`src/design/atms_pkg.sv`:
```
// Shared widths, constants and types of the trimmed-mean scaler.
// Used by every module of the block; depends on nothing.
package atms_pkg;

	localparam int SAMPLE_W    = 16;
	localparam int CNT_W       = 11;
	localparam int PGA_W       = 3;
	localparam int GAIN_W      = 11;
	localparam int SUM_W       = 27;
	localparam int OUT_W       = 34;
	localparam int CFG_IDX_W   = 2;
	localparam int CFG_DATA_W  = 11;

	localparam int MAX_SAMPLES = 1024;
	localparam int MIN_SAMPLES = 3;

	// magnitude of the trimmed sum, of |gain| * 1000 and their product
	localparam int MAG_W       = 26;
	localparam int GMUL_W      = 20;
	localparam int PROD_W      = MAG_W + GMUL_W;
	// reference is 8192 mV = 1 << REF_SHIFT, shifted right by the gain code
	localparam int REF_SHIFT   = 13;
	localparam int NUM_W       = PROD_W + REF_SHIFT;
	// (N - 2) * 32767 stays below 2^25
	localparam int NM2_W       = 10;
	localparam int FS_SHIFT    = 15;
	localparam int DEN_W       = NM2_W + FS_SHIFT;
	localparam int MV_TO_UV    = 1000;

	localparam int MUL_CNT_W   = $clog2(GMUL_W);
	localparam int DIV_CNT_W   = $clog2(NUM_W);

	// register indexes of the configuration port
	localparam logic [CFG_IDX_W-1:0] REG_SAMPLE_COUNT = 2'd0;
	localparam logic [CFG_IDX_W-1:0] REG_PGA_CODE     = 2'd1;
	localparam logic [CFG_IDX_W-1:0] REG_CHANNEL_GAIN = 2'd2;

	// summary of a finished run, handed from the accumulator to the scaler
	typedef struct packed {
		logic                       fin;
		logic signed [SUM_W-1:0]    sum;
		logic signed [SAMPLE_W-1:0] min;
		logic signed [SAMPLE_W-1:0] max;
	} run_t;

endpackage

```
`src/design/adc_trimmed_mean_scaler_top.sv`:
```
// Top level of the trimmed-mean ADC scaler: configuration registers, run
// sequencer and output register. Depends on atms_pkg, atms_accum, atms_smul, atms_sdiv.
//
// Usage
//  - Input channel (in_valid / in_stall / sample) takes one signed 16-bit
//    converter word per accepted cycle. A word that does not finish a run is
//    absorbed without a stall, so those words stream back to back.
//  - The word that completes a run (sample_count words, clamped to 3..1024)
//    starts the scaling: trimmed sum, a bit-serial multiply by |gain| * 1000
//    and a bit-serial restoring divide by (N - 2) * 32767. In stays stalled
//    meanwhile, until the result is loaded into the output register.
//  - Output channel (out_valid / out_stall / measured_value) carries one
//    signed 34-bit word per run: microvolts times channel gain, truncated
//    toward zero. The result sits in its own register, so the next run's
//    words are taken while it waits; only a further result waits for it.
//  - Configuration: cfg_we writes cfg_data into register cfg_index; write
//    only while the block is idle. Unknown indexes are ignored.
//  - Reset (arst_n low, asynchronous) clears the run and out_valid, and
//    loads sample_count 5, pga_code 2, channel_gain 1.
module adc_trimmed_mean_scaler_top (
	input  logic                                   clk,
	input  logic                                   arst_n,
	input  logic                                   in_valid,
	output logic                                   in_stall,
	input  logic signed [atms_pkg::SAMPLE_W-1:0]   sample,
	output logic                                   out_valid,
	input  logic                                   out_stall,
	output logic signed [atms_pkg::OUT_W-1:0]      measured_value,
	input  logic                                   cfg_we,
	input  logic        [atms_pkg::CFG_IDX_W-1:0]  cfg_index,
	input  logic        [atms_pkg::CFG_DATA_W-1:0] cfg_data
);
	import atms_pkg::*;

	typedef enum logic [2:0] {
		ST_IDLE,
		ST_PREP,
		ST_MUL,
		ST_DIV,
		ST_OUT
	} state_t;

	state_t state_q;

	// configuration
	logic        [CNT_W-1:0]  sample_count_q;
	logic        [PGA_W-1:0]  pga_code_q;
	logic signed [GAIN_W-1:0] channel_gain_q;

	// run datapath
	logic signed [SUM_W:0]    trim_q;
	logic        [GMUL_W-1:0] gmag_q;
	logic        [DEN_W-1:0]  den_q;
	logic                     neg_q;
	logic                     out_valid_q;
	logic signed [OUT_W-1:0]  measured_value_q;

	logic        [CNT_W-1:0]  n_eff;
	logic        [NM2_W-1:0]  nm2;
	logic                     take;
	run_t                     run;
	logic signed [SUM_W:0]    trim_nx;
	logic        [GAIN_W-1:0] gain_abs;
	logic        [MAG_W-1:0]  trim_abs;
	logic        [NUM_W-1:0]  num;
	logic        [3:0]        ref_sh;
	logic                     mul_done, div_done;
	logic        [PROD_W-1:0] prod;
	logic        [NUM_W-1:0]  quo;
	logic        [OUT_W-1:0]  quo_lo;
	logic                     out_free;

	// hold the run count inside its legal range
	always_comb begin
		n_eff = sample_count_q;
		if (sample_count_q < CNT_W'(MIN_SAMPLES)) n_eff = CNT_W'(MIN_SAMPLES);
		if (sample_count_q > CNT_W'(MAX_SAMPLES)) n_eff = CNT_W'(MAX_SAMPLES);
	end

	assign nm2      = NM2_W'(n_eff - CNT_W'(2));
	assign in_stall = run.fin || (state_q != ST_IDLE);
	assign take     = in_valid && !in_stall;
	assign out_free = !out_valid_q || !out_stall;

	assign trim_nx  = (SUM_W+1)'(run.sum) - (SUM_W+1)'(run.min) - (SUM_W+1)'(run.max);
	assign gain_abs = channel_gain_q[GAIN_W-1] ? GAIN_W'(-channel_gain_q)
	                                           : GAIN_W'(channel_gain_q);
	assign trim_abs = trim_q[SUM_W] ? MAG_W'(-trim_q) : MAG_W'(trim_q);
	assign ref_sh   = 4'(REF_SHIFT) - {1'b0, pga_code_q};
	assign num      = NUM_W'(prod) << ref_sh;
	assign quo_lo   = quo[OUT_W-1:0];

	atms_accum u_accum (
		.clk    (clk),
		.arst_n (arst_n),
		.take   (take),
		.sample (sample),
		.n_eff  (n_eff),
		.run    (run)
	);

	atms_smul u_smul (
		.clk    (clk),
		.arst_n (arst_n),
		.start  (state_q == ST_PREP),
		.a      (trim_abs),
		.b      (gmag_q),
		.done   (mul_done),
		.prod   (prod)
	);

	atms_sdiv u_sdiv (
		.clk    (clk),
		.arst_n (arst_n),
		.start  (state_q == ST_MUL && mul_done),
		.num    (num),
		.den    (den_q),
		.done   (div_done),
		.quo    (quo)
	);

	// configuration writes
	always_ff @(posedge clk or negedge arst_n) begin
		if (!arst_n) begin
			sample_count_q <= CNT_W'(5);
			pga_code_q     <= PGA_W'(2);
			channel_gain_q <= GAIN_W'(1);
		end else if (cfg_we) begin
			unique case (cfg_index)
				REG_SAMPLE_COUNT: sample_count_q <= cfg_data[CNT_W-1:0];
				REG_PGA_CODE:     pga_code_q     <= cfg_data[PGA_W-1:0];
				REG_CHANNEL_GAIN: channel_gain_q <= cfg_data[GAIN_W-1:0];
				default:          ;
			endcase
		end
	end

	// run sequencer with the output register
	always_ff @(posedge clk or negedge arst_n) begin
		if (!arst_n) begin
			state_q     <= ST_IDLE;
			out_valid_q <= 1'b0;
		end else begin
			// load a new word, or drop the old one once the receiver takes it
			if (state_q == ST_OUT && out_free) out_valid_q <= 1'b1;
			else if (out_valid_q && !out_stall) out_valid_q <= 1'b0;
			unique case (state_q)
				ST_IDLE: if (run.fin) state_q <= ST_PREP;
				ST_PREP: state_q <= ST_MUL;
				ST_MUL:  if (mul_done) state_q <= ST_DIV;
				ST_DIV:  if (div_done) state_q <= ST_OUT;
				ST_OUT: begin
					if (out_free) state_q <= ST_IDLE;
				end
				default: state_q <= ST_IDLE;
			endcase
		end
	end

	// payload registers
	always_ff @(posedge clk) begin
		if (state_q == ST_IDLE && run.fin) begin
			trim_q <= trim_nx;
			gmag_q <= GMUL_W'(gain_abs) * GMUL_W'(MV_TO_UV);
			den_q  <= DEN_W'({nm2, {FS_SHIFT{1'b0}}}) - DEN_W'(nm2);
			neg_q  <= trim_nx[SUM_W] ^ channel_gain_q[GAIN_W-1];
		end
		if (state_q == ST_OUT && out_free) begin
			measured_value_q <= neg_q ? -$signed(quo_lo) : $signed(quo_lo);
		end
	end

	assign out_valid      = out_valid_q;
	assign measured_value = measured_value_q;

endmodule

```
`src/design/atms_accum.sv`:
```
// Running minimum, maximum, sum and count of one measurement run.
// Depends on atms_pkg.
module atms_accum (
	input  logic                                 clk,
	input  logic                                 arst_n,
	input  logic                                 take,
	input  logic signed [atms_pkg::SAMPLE_W-1:0] sample,
	input  logic        [atms_pkg::CNT_W-1:0]    n_eff,
	output atms_pkg::run_t                       run
);
	import atms_pkg::*;

	logic signed [SAMPLE_W-1:0] min_q, max_q;
	logic signed [SUM_W-1:0]    sum_q;
	logic        [CNT_W-1:0]    seen_q;
	logic                       fin_q;
	logic        [CNT_W-1:0]    seen_nx;

	assign seen_nx = (seen_q == {CNT_W{1'b1}}) ? seen_q : seen_q + CNT_W'(1);

	always_ff @(posedge clk or negedge arst_n) begin
		if (!arst_n) begin
			min_q  <= '0;
			max_q  <= '0;
			sum_q  <= '0;
			seen_q <= '0;
			fin_q  <= 1'b0;
		end else if (fin_q) begin
			// the scaler captures the run in this cycle; re-arm
			min_q  <= '0;
			max_q  <= '0;
			sum_q  <= '0;
			seen_q <= '0;
			fin_q  <= 1'b0;
		end else if (take) begin
			if (seen_q == '0) begin
				min_q <= sample;
				max_q <= sample;
				sum_q <= SUM_W'(sample);
			end else begin
				if (sample > max_q) max_q <= sample;
				if (sample < min_q) min_q <= sample;
				sum_q <= sum_q + SUM_W'(sample);
			end
			seen_q <= seen_nx;
			fin_q  <= (seen_nx >= n_eff);
		end
	end

	assign run.fin = fin_q;
	assign run.sum = sum_q;
	assign run.min = min_q;
	assign run.max = max_q;

endmodule

```
`src/design/atms_smul.sv`:
```
// Bit-serial shift-and-add multiplier: one multiplier bit per cycle.
// Depends on atms_pkg.
module atms_smul (
	input  logic                          clk,
	input  logic                          arst_n,
	input  logic                          start,
	input  logic [atms_pkg::MAG_W-1:0]    a,
	input  logic [atms_pkg::GMUL_W-1:0]   b,
	output logic                          done,
	output logic [atms_pkg::PROD_W-1:0]   prod
);
	import atms_pkg::*;

	logic [MAG_W-1:0]     a_q;
	logic [MAG_W-1:0]     hi_q;
	logic [GMUL_W-1:0]    lo_q;
	logic [MUL_CNT_W-1:0] cnt_q;
	logic                 run_q;
	logic                 done_q;
	logic [MAG_W:0]       part;

	// add the multiplicand when the low bit is set, then shift the pair right
	assign part = {1'b0, hi_q} + (lo_q[0] ? {1'b0, a_q} : '0);

	always_ff @(posedge clk or negedge arst_n) begin
		if (!arst_n) begin
			run_q  <= 1'b0;
			done_q <= 1'b0;
			cnt_q  <= '0;
		end else begin
			done_q <= 1'b0;
			if (start) begin
				run_q <= 1'b1;
				cnt_q <= '0;
			end else if (run_q) begin
				cnt_q <= cnt_q + MUL_CNT_W'(1);
				if (cnt_q == MUL_CNT_W'(GMUL_W - 1)) begin
					run_q  <= 1'b0;
					done_q <= 1'b1;
				end
			end
		end
	end

	always_ff @(posedge clk) begin
		if (start) begin
			a_q  <= a;
			hi_q <= '0;
			lo_q <= b;
		end else if (run_q) begin
			hi_q <= part[MAG_W:1];
			lo_q <= {part[0], lo_q[GMUL_W-1:1]};
		end
	end

	assign done = done_q;
	assign prod = {hi_q, lo_q};

endmodule

```
`src/design/atms_sdiv.sv`:
```
// Bit-serial restoring divider: one quotient bit per cycle, MSB first.
// Depends on atms_pkg.
module atms_sdiv (
	input  logic                        clk,
	input  logic                        arst_n,
	input  logic                        start,
	input  logic [atms_pkg::NUM_W-1:0]  num,
	input  logic [atms_pkg::DEN_W-1:0]  den,
	output logic                        done,
	output logic [atms_pkg::NUM_W-1:0]  quo
);
	import atms_pkg::*;

	logic [NUM_W-1:0]     nq_q;
	logic [DEN_W-1:0]     den_q;
	logic [DEN_W-1:0]     rem_q;
	logic [DIV_CNT_W-1:0] cnt_q;
	logic                 run_q;
	logic                 done_q;
	logic [DEN_W:0]       trial;
	logic [DEN_W:0]       diff;
	logic                 fits;

	assign trial = {rem_q, nq_q[NUM_W-1]};
	assign diff  = trial - {1'b0, den_q};
	assign fits  = (trial >= {1'b0, den_q});

	always_ff @(posedge clk or negedge arst_n) begin
		if (!arst_n) begin
			run_q  <= 1'b0;
			done_q <= 1'b0;
			cnt_q  <= '0;
		end else begin
			done_q <= 1'b0;
			if (start) begin
				run_q <= 1'b1;
				cnt_q <= '0;
			end else if (run_q) begin
				cnt_q <= cnt_q + DIV_CNT_W'(1);
				if (cnt_q == DIV_CNT_W'(NUM_W - 1)) begin
					run_q  <= 1'b0;
					done_q <= 1'b1;
				end
			end
		end
	end

	// dividend bits leave at the top while quotient bits enter at the bottom
	always_ff @(posedge clk) begin
		if (start) begin
			nq_q  <= num;
			den_q <= den;
			rem_q <= '0;
		end else if (run_q) begin
			rem_q <= fits ? diff[DEN_W-1:0] : trial[DEN_W-1:0];
			nq_q  <= {nq_q[NUM_W-2:0], fits};
		end
	end

	assign done = done_q;
	assign quo  = nq_q;

endmodule
```
`config.mk`:
```
export PLATFORM = sky130hd
export DESIGN_NAME = adc_trimmed_mean_scaler_top
export DESIGN_NICKNAME = d
export VERILOG_FILES = /design/src/design/atms_pkg.sv /design/src/design/adc_trimmed_mean_scaler_top.sv /design/src/design/atms_accum.sv /design/src/design/atms_smul.sv /design/src/design/atms_sdiv.sv
export SDC_FILE = /design/constraint.sdc
export NUM_CORES = 1
export LEC_CHECK = 0
export BUFFER_PORTS_ARGS = -buffer_cell sky130_fd_sc_hd__buf_2
export CORE_ASPECT_RATIO = 1.4
export CORE_MARGIN = 5
export CORE_UTILIZATION = 68
export CTS_BUF_LIST = sky130_fd_sc_hd__clkbuf_2 sky130_fd_sc_hd__clkbuf_4 sky130_fd_sc_hd__clkbuf_8
export CTS_CLUSTER_SIZE = 30
export DETAILED_ROUTE_END_ITERATION = 8
export PLACE_DENSITY = 0.86
export SLEW_MARGIN = 20
export SYNTH_ARGS = -nofsm -noshare
export SYNTH_HDL_FRONTEND = slang
export SYNTH_SLANG_ARGS = --single-unit
```
`constraint.sdc`:
```
create_clock -name clk -period 7.64 [get_ports clk]
set_input_delay 2.292 -clock clk [delete_from_list [all_inputs] [get_ports clk]]
set_output_delay 2.292 -clock clk [all_outputs]
set_load 0.05 [all_outputs]
```
==> results.md, run 1 <==
- Total core area: 0.0401 mm²
- Ranking of synthesized cells by area: edfxtp_1, dfrtp_1, ha_1
- Largest family of logic cells by synthesized area: compound AO/OA/AOI/OAI gates
- Post-CTS Resized: 0
- Die X: 180 µm
- IO buf count: 69
- WL/cell: 17.9 µm
- Worst clock skew: 40.6 ps
- Global-route wire length before repair: 102 mm
- Antenna violations before repair: 1
- Reg clk slew, reported paths: 70 ps
- HP Class: reg -> reg
- Startpoint Class: register
- Synth area leader: edfxtp_1
- Synth Area in Adders: 13.3%
- Cells along the critical path: inv_1, ha_1, nand2_1, o31ai_1, xor2_1, inv_1, ha_1, inv_1, fa_1, fa_1, fa_1, inv_1, ha_1, a21oi_1, o21ai_0, a211o_1, o311a_1, a21o_1, a21oi_1, xnor2_1
- Max-slew headroom: 21.5%
- Worst R2R Start: channel_gain_q[0]
- Root Buffer: clkbuf_8
- Overflow after GRT: 0
- Final setup violation count: 0
- Ys flop type: edfxtp_1
- Async SR Flop Fraction: 28.7%
- Worst Path Buf+Inv: 4
- IO Count: 70
- Worst Path Class, Setup: reg -> reg
- Postcts setup bufs: 0
- Compound-Gate Fraction of Synth Area: 14.7%
- Die ar.: 0.0445 mm²
- Fraction of final layout cells sized beyond drive strength 1: 10.9%
- Hold Startpoint: den_q[17]
- H-tree levels: 2
- Area growth syn-to-layout: 7.60%
- Final Hold Fails: 0
- Post-synthesis simple-gate area fraction: 14.4%
- Final GP Congestion: 0.906
- HPWL Detailed: 45.3 mm
- Crit path largest cell delay: 650 ps
- Xor/xnor share of the synthesized area: 6.42%
- Iteration-0 DRC Markers: 1448
- Setup TNS: 0 ps
- Post-synth EDFFs: 234
- Tmin final: 5850 ps
- Crit path top cell by count: inv_1
- Post-detailed-route count of antenna-violating nets: 0
- Routed WL: 60.8 mm
- Layout fillers: 2869
- Final period util: 76.5%
- CP Max Fanout: 7
- Worst slew pin tran: 1170 ps
- CP startpoint: channel_gain_q[0]
- Seq/Total Area, Yosys: 39.9%
- Seq cells post-synth: 400
- Top cell type's share of synthesized area: 25.6%
- Synth Cell Area: 0.0274 mm²
- GRT Overall Usage: 27.1%
- Vias in the first global route: 21500
- Delay-heaviest family, CP: adder cells
- Post-Syn Area per Cell: 9.92 µm²
- Number of vias per cell: 6.18
- Die Ht: 248 µm
- Gate Count Post-Synth: 2765
- Slew Limit Fails: 0
- Fmax: 171 MHz
- Count of cell types in the netlist: 85
- WP data arrival: 6220 ps
- Mux share of post-synthesis cell area: 7.57%
- Initial Utilization: 68.5%
- RSZ-0062 raised after global routing: no
- Hold Buf Count CTS: 0
- Req. time, crit path: 8020 ps
- Layout Nets: 3098
- Row count: 87
- Later-pin clock latency in the skew report: 670 ps
- Pre-antenna DRT Iters: 5
- DRC: 0
- CP max stage cell: xor2_1
- DR vias: 21000
- Cts bufs inserted: 60
- Largest net degree at the start of global routing: 94
- Net Count, Synth: 3056
- Max-cap check violation count: 0
- Total clock sinks: 400
- Critical path capture point type: register
- Outcome: complete, no violations
- Deepest clock path buffer count: 3
- YS warnings: 0
- CTS tree: yes
[flip-flops by register name (all words and copies together), names as in the netlist, 3 cells and up]
name	flops
u_smul.cnt_q	5
u_smul.lo_q	20
channel_gain_q	11
u_sdiv.rem_q	25
den_q	25
trim_q	27
u_accum.max_q	16
u_smul.hi_q	26
gmag_q	17
pga_code_q	3
u_accum.seen_q	11
u_sdiv.den_q	25
sample_count_q	11
state_q	3
u_sdiv.quo	59
u_accum.sum_q	27
u_sdiv.cnt_q	6
u_accum.min_q	16
measured_value	34
u_smul.a_q	26
[metrics by stage]
stage          utilization, %  hold slack [ps]  area [µm²]  setup WS [ps]  cells
3_3_place_gp             70.5              405       28200           2160   3279
3_5_place_dp             70.5              405       28200           1830   3279
4_1_cts                  73.7              415       29500           1820   3391
6_report                 73.7              416       29500           1790   3392
5_1_grt                  73.7              424       29500           1500   3392
2_1_floorplan               -              400       27400           2470   2765
[cell families (layout without fill, tap and decap cells)]
logic type	Yosys count	after routing
AO/OA/AOI/OAI	625	625
XOR/XNOR	201	201
adder cells (fa/ha/maj)	257	257
buffers and inverters	277	369
flip-flops	400	400
multiplexers	165	165
other	0	1
AND/OR/NAND/NOR	840	840
[path summary, 6_finish.rpt]
| check | cells past startpoint | slack [ps] | endpoint |
|---|---|---|---|
| max in group asynchronous | 2 | 4640 | u_accum.min_q[0] |
| min reg2reg | 0 | 420 | u_sdiv.den_q[17] |
| max reg2reg | 20 | 1790 | gmag_q[19] |
| min | 0 | 420 | u_sdiv.den_q[17] |
| max | 20 | 1790 | gmag_q[19] |
| min in group asynchronous | 1 | 1700 | u_accum.seen_q[1] |
[area by class of cell]
type	instances	area [µm²]	share of cell area (%)
clock inverter	31	251	0.852
inverter	167	627	2.12
sequential	400	10900	37.0
antenna	1	2.50	0.00848
timing repair buffer	90	505	1.71
clock buffer	81	1020	3.46
tap	534	668	2.26
multi-input combinational	2088	15500	52.5
[metal layers]
layer	vias up	wire length [µm]	GRT usage (%)
met4	0	3090	13.9
met3	223	2620	3.17
met2	600	31500	49.9
met5	-	0	0
li1	10000	-	-
met1	10100	23600	31.2
[cell usage after synthesis (all sizes together), types with 34 or more instances]
cell,instances
ha,199
a21o,47
xnor2,140
inv,166
o21ai,158
and2,38
a211oi,34
clkbuf,95
xor2,61
mux2i,87
a21oi,164
dfxtp,51
mux2,49
fa,58
nor2,217
edfxtp,234
nor3,41
nand2,307
o21a,36
nand3,42
dfrtp,111
[worst reg2reg max path: cells and delay by family, from the launching register on]
family | cells | cell delay [ps]
buffers and inverters | 4 | 370
xor gates and xnor gates | 2 | 750
AOI/OAI and AO/OA | 7 | 1330
and+or+nand+nor | 1 | 130
adders and majority gates | 6 | 2410
DFF | 1 | 600
[placed cells by master, fill, tap and decap left out, types with 29 or more instances in the layout]
master,count
edfxtp_1,234
a211oi_1,34
fa_1,58
and2_1,37
xnor2_1,140
nor2_1,216
a21oi_1,162
o21ai_0,153
nor3_1,41
nor2b_1,29
o21a_1,36
nand2b_1,32
buf_2,68
a21o_1,47
ha_1,198
clkbuf_8,66
mux4_2,29
inv_1,164
xor2_1,61
dfxtp_1,51
nand2_1,307
dfrtp_1,109
mux2i_1,87
mux2_2,49
nand3_1,42
Power of run 1 is not shown: default switching activity piles up to over one toggle a cycle in this logic, so the estimate is an artifact.
==> run 2: changes to the inputs <==
Settings changed: ABC_AREA set to 1, CORE_UTILIZATION 68 to 66, PLACE_DENSITY 0.86 to 0.84.
Clock period 7.64 ns to 5.45 ns, I/O delays scaled along.
==> results.md, run 2 <==
- Later-pin clock latency in the skew report: 640 ps
- HPWL Detailed: 54.9 mm
- Startpoint Class: register
- Initial Utilization: 66.5%
- Setup TNS: 0 ps
- Max-slew headroom: 26.6%
- Compound-Gate Fraction of Synth Area: 11.7%
- Post-synth EDFFs: 234
- Die X: 186 µm
- Ys flop type: edfxtp_1
- IO Count: 70
- Final period util: 95.2%
- Req. time, crit path: 5840 ps
- Total clock sinks: 400
- Top cell type's share of synthesized area: 24.6%
- Most frequent cells in the layout: nand2_1, inv_1, o21ai_0
- HP Class: reg -> reg
- Fin util: 72.1%
- Root Buffer: clkbuf_8
- Worst Path Class, Setup: reg -> reg
- Synth Cell Area: 0.0286 mm²
- Iteration-0 DRC Markers: 1753
- Fraction of final layout cells sized beyond drive strength 1: 7.97%
- Commonest non-fill, non-tap cell in the layout: nand2_1
- CTS tree: yes
- Ranking of synthesized cells by area: edfxtp_1, nand2_1, dfrtp_1
- Final Hold Fails: 0
- Gate Count Post-Synth: 3651
- WP data arrival: 5580 ps
- Post-Syn Area per Cell: 7.84 µm²
- Mux share of post-synthesis cell area: 0.105%
- Slew Limit Fails: 0
- Synth top cells by count: nand2_1, inv_1, o21ai_0
- Area growth syn-to-layout: 8.48%
- Layout fillers: 3436
- Antenna violations before repair: 1
- P_leak: 15.1 nW
- Max VDD drop: 550 µV
- Largest family of logic cells by synthesized area: simple AND/OR/NAND/NOR gates
- Hold Buf Count CTS: 0
- Deepest clock path buffer count: 3
- Cts bufs inserted: 66
- Outcome: complete, no violations
- Total core area: 0.0430 mm²
- Die Ht: 256 µm
- Flip-flop and latch area: 0.0109 mm²
- Global-route wire length before repair: 115 mm
- Seq/Total Area, Yosys: 38.2%
- CP Max Fanout: 7
- Final setup violation count: 0
- Flip-flop count of the largest register after layout: 59
- WL/cell: 16.3 µm
- RSZ-0062 raised after global routing: no
- Final GP Congestion: 0.986
- DR vias: 24600
- Worst hold slack: 418 ps
- Fmax: 193 MHz
- Worst slew pin tran: 1090 ps
- Routed WL: 70.6 mm
- Seq cells post-synth: 400
- Vias in the first global route: 24300
- Pre-antenna DRT Iters: 6
- Postcts setup bufs: 0
- Reg clk slew, reported paths: 60 ps
- Xor/xnor share of the synthesized area: 5.16%
- Critical path capture point type: register
- Worst clock skew: 27.7 ps
- Synth area leader: edfxtp_1
- IO buf count: 69
- Net Count, Synth: 3942
- Overflow after GRT: 0
- Layout Nets: 4018
- Post-detailed-route count of antenna-violating nets: 0
- Max-cap check violation count: 0
- Design area: 0.0310 mm²
- Synth Area in Adders: 12.8%
- DRC: 0
- Tmin final: 5190 ps
- H-tree levels: 3
- Async SR Flop Fraction: 28.7%
- Area of the multi-input gates: 0.0155 mm²
- Die ar.: 0.0477 mm²
- Top-count cell post-synth: nand2_1
- Power density over the cells: 350 mW/mm²
- GRT Overall Usage: 29.6%
- Number of vias per cell: 5.69
- Post-synthesis simple-gate area fraction: 24.3%
- Count of cell types in the netlist: 64
- Row count: 90
- YS warnings: 0
- Placed Area: 0.0295 mm²
- Largest net degree at the start of global routing: 62
==> run 2: cell count changes in the layout (fill, tap and decap cells not counted), moves of 36 or more <==
cell     delta
a21o_1     -36
inv_1     +315
mux2_2     -49
mux2i_1    -84
nand2_1   +677
nand3_1   +171
nor2_1     +45
o21ai_0   +113
xnor2_1    -93
xor2_1     +53
==> run 2: metal layers <==
| metal | part of all wire [%] | global-route usage, % | up-vias |
|---|---|---|---|
| li1 | - | - | 12200 |
| met1 | 37 | 32.2 | 11400 |
| met2 | 51 | 53.4 | 775 |
| met3 | 4.7 | 3.74 | 255 |
| met4 | 7.0 | 18.9 | 0 |
| met5 | 0 | 0 | - |
==> run 2: layout make-up <==
class,instances,share of cell area [%]
multi-input combinational,2667,50.0
sequential,400,35.2
inverter,490,5.93
clock buffer,95,3.89
tap,552,2.23
timing repair buffer,102,1.98
clock inverter,24,0.710
antenna,1,0.00806
==> run 2: cells by family (layout without fill, tap and decap cells) <==
group | Yosys count | after routing
compound gates | 595 | 595
other cells | 0 | 1
flops | 400 | 400
xor+xnor | 166 | 166
buf+inv | 584 | 711
simple gates | 1646 | 1646
fa+ha+maj | 257 | 257
mux | 3 | 3
==> run 2: path summary, 6_finish.rpt <==
path / start / endpoint / slack [ps] / cells after the start
worst max register to register: channel_gain_q[0] / gmag_q[17] / 260 / 21
min in group asynchronous: arst_n / out_valid / 930 / 1
worst min register to register: den_q[14] / u_sdiv.den_q[14] / 420 / 0
worst min-delay path: den_q[14] / u_sdiv.den_q[14] / 420 / 0
worst max-delay path: channel_gain_q[0] / gmag_q[17] / 260 / 21
max in group asynchronous: arst_n / u_accum.max_q[6] / 3470 / 2
==> run 2: repair_timing <==
action	4_1_cts	5_1_grt
setup endpoints to repair	0	2
gates resized for setup	0	8
endpoints found under the hold margin	0	0
==> run 2: worst max-delay path, stage by stage (launching register included) <==
cell and delay (ps):
dfstp_2 620, inv_1 120, ha_1 210, nand3_1 120, nand2_1 130, xor2_2 200, ha_1 350, xnor2_1 160
fa_1 500, inv_1 50, fa_1 490, inv_1 50, fa_1 520, inv_1 40, ha_1 340, a21oi_1 220
o21ai_0 120, a21oi_1 210, o21ai_0 170, nand3_1 110, nand2_1 60, xor2_1 140
==> run 2: where the power goes <==
part	switching (mW)	internal, mW	total [mW]
clock	1.25	1.62	2.86
sequential	0.0537	3.49	3.54
combinational	2.71	1.74	4.45
total	4.01	6.85	10.9
==> run 2: per-stage QoR <==
stage | cells | setup WS (ps) | total power, mW
after global routing | 4331 | 2.70 | 11.8
after floorplan | 3651 | 476 | 7.09
final | 4331 | 263 | 10.9
after global placement | 4210 | 304 | 7.81
after CTS | 4329 | 180 | 10.9
after detailed placement | 4210 | 164 | 7.97
(Power assumes the default switching activity.)
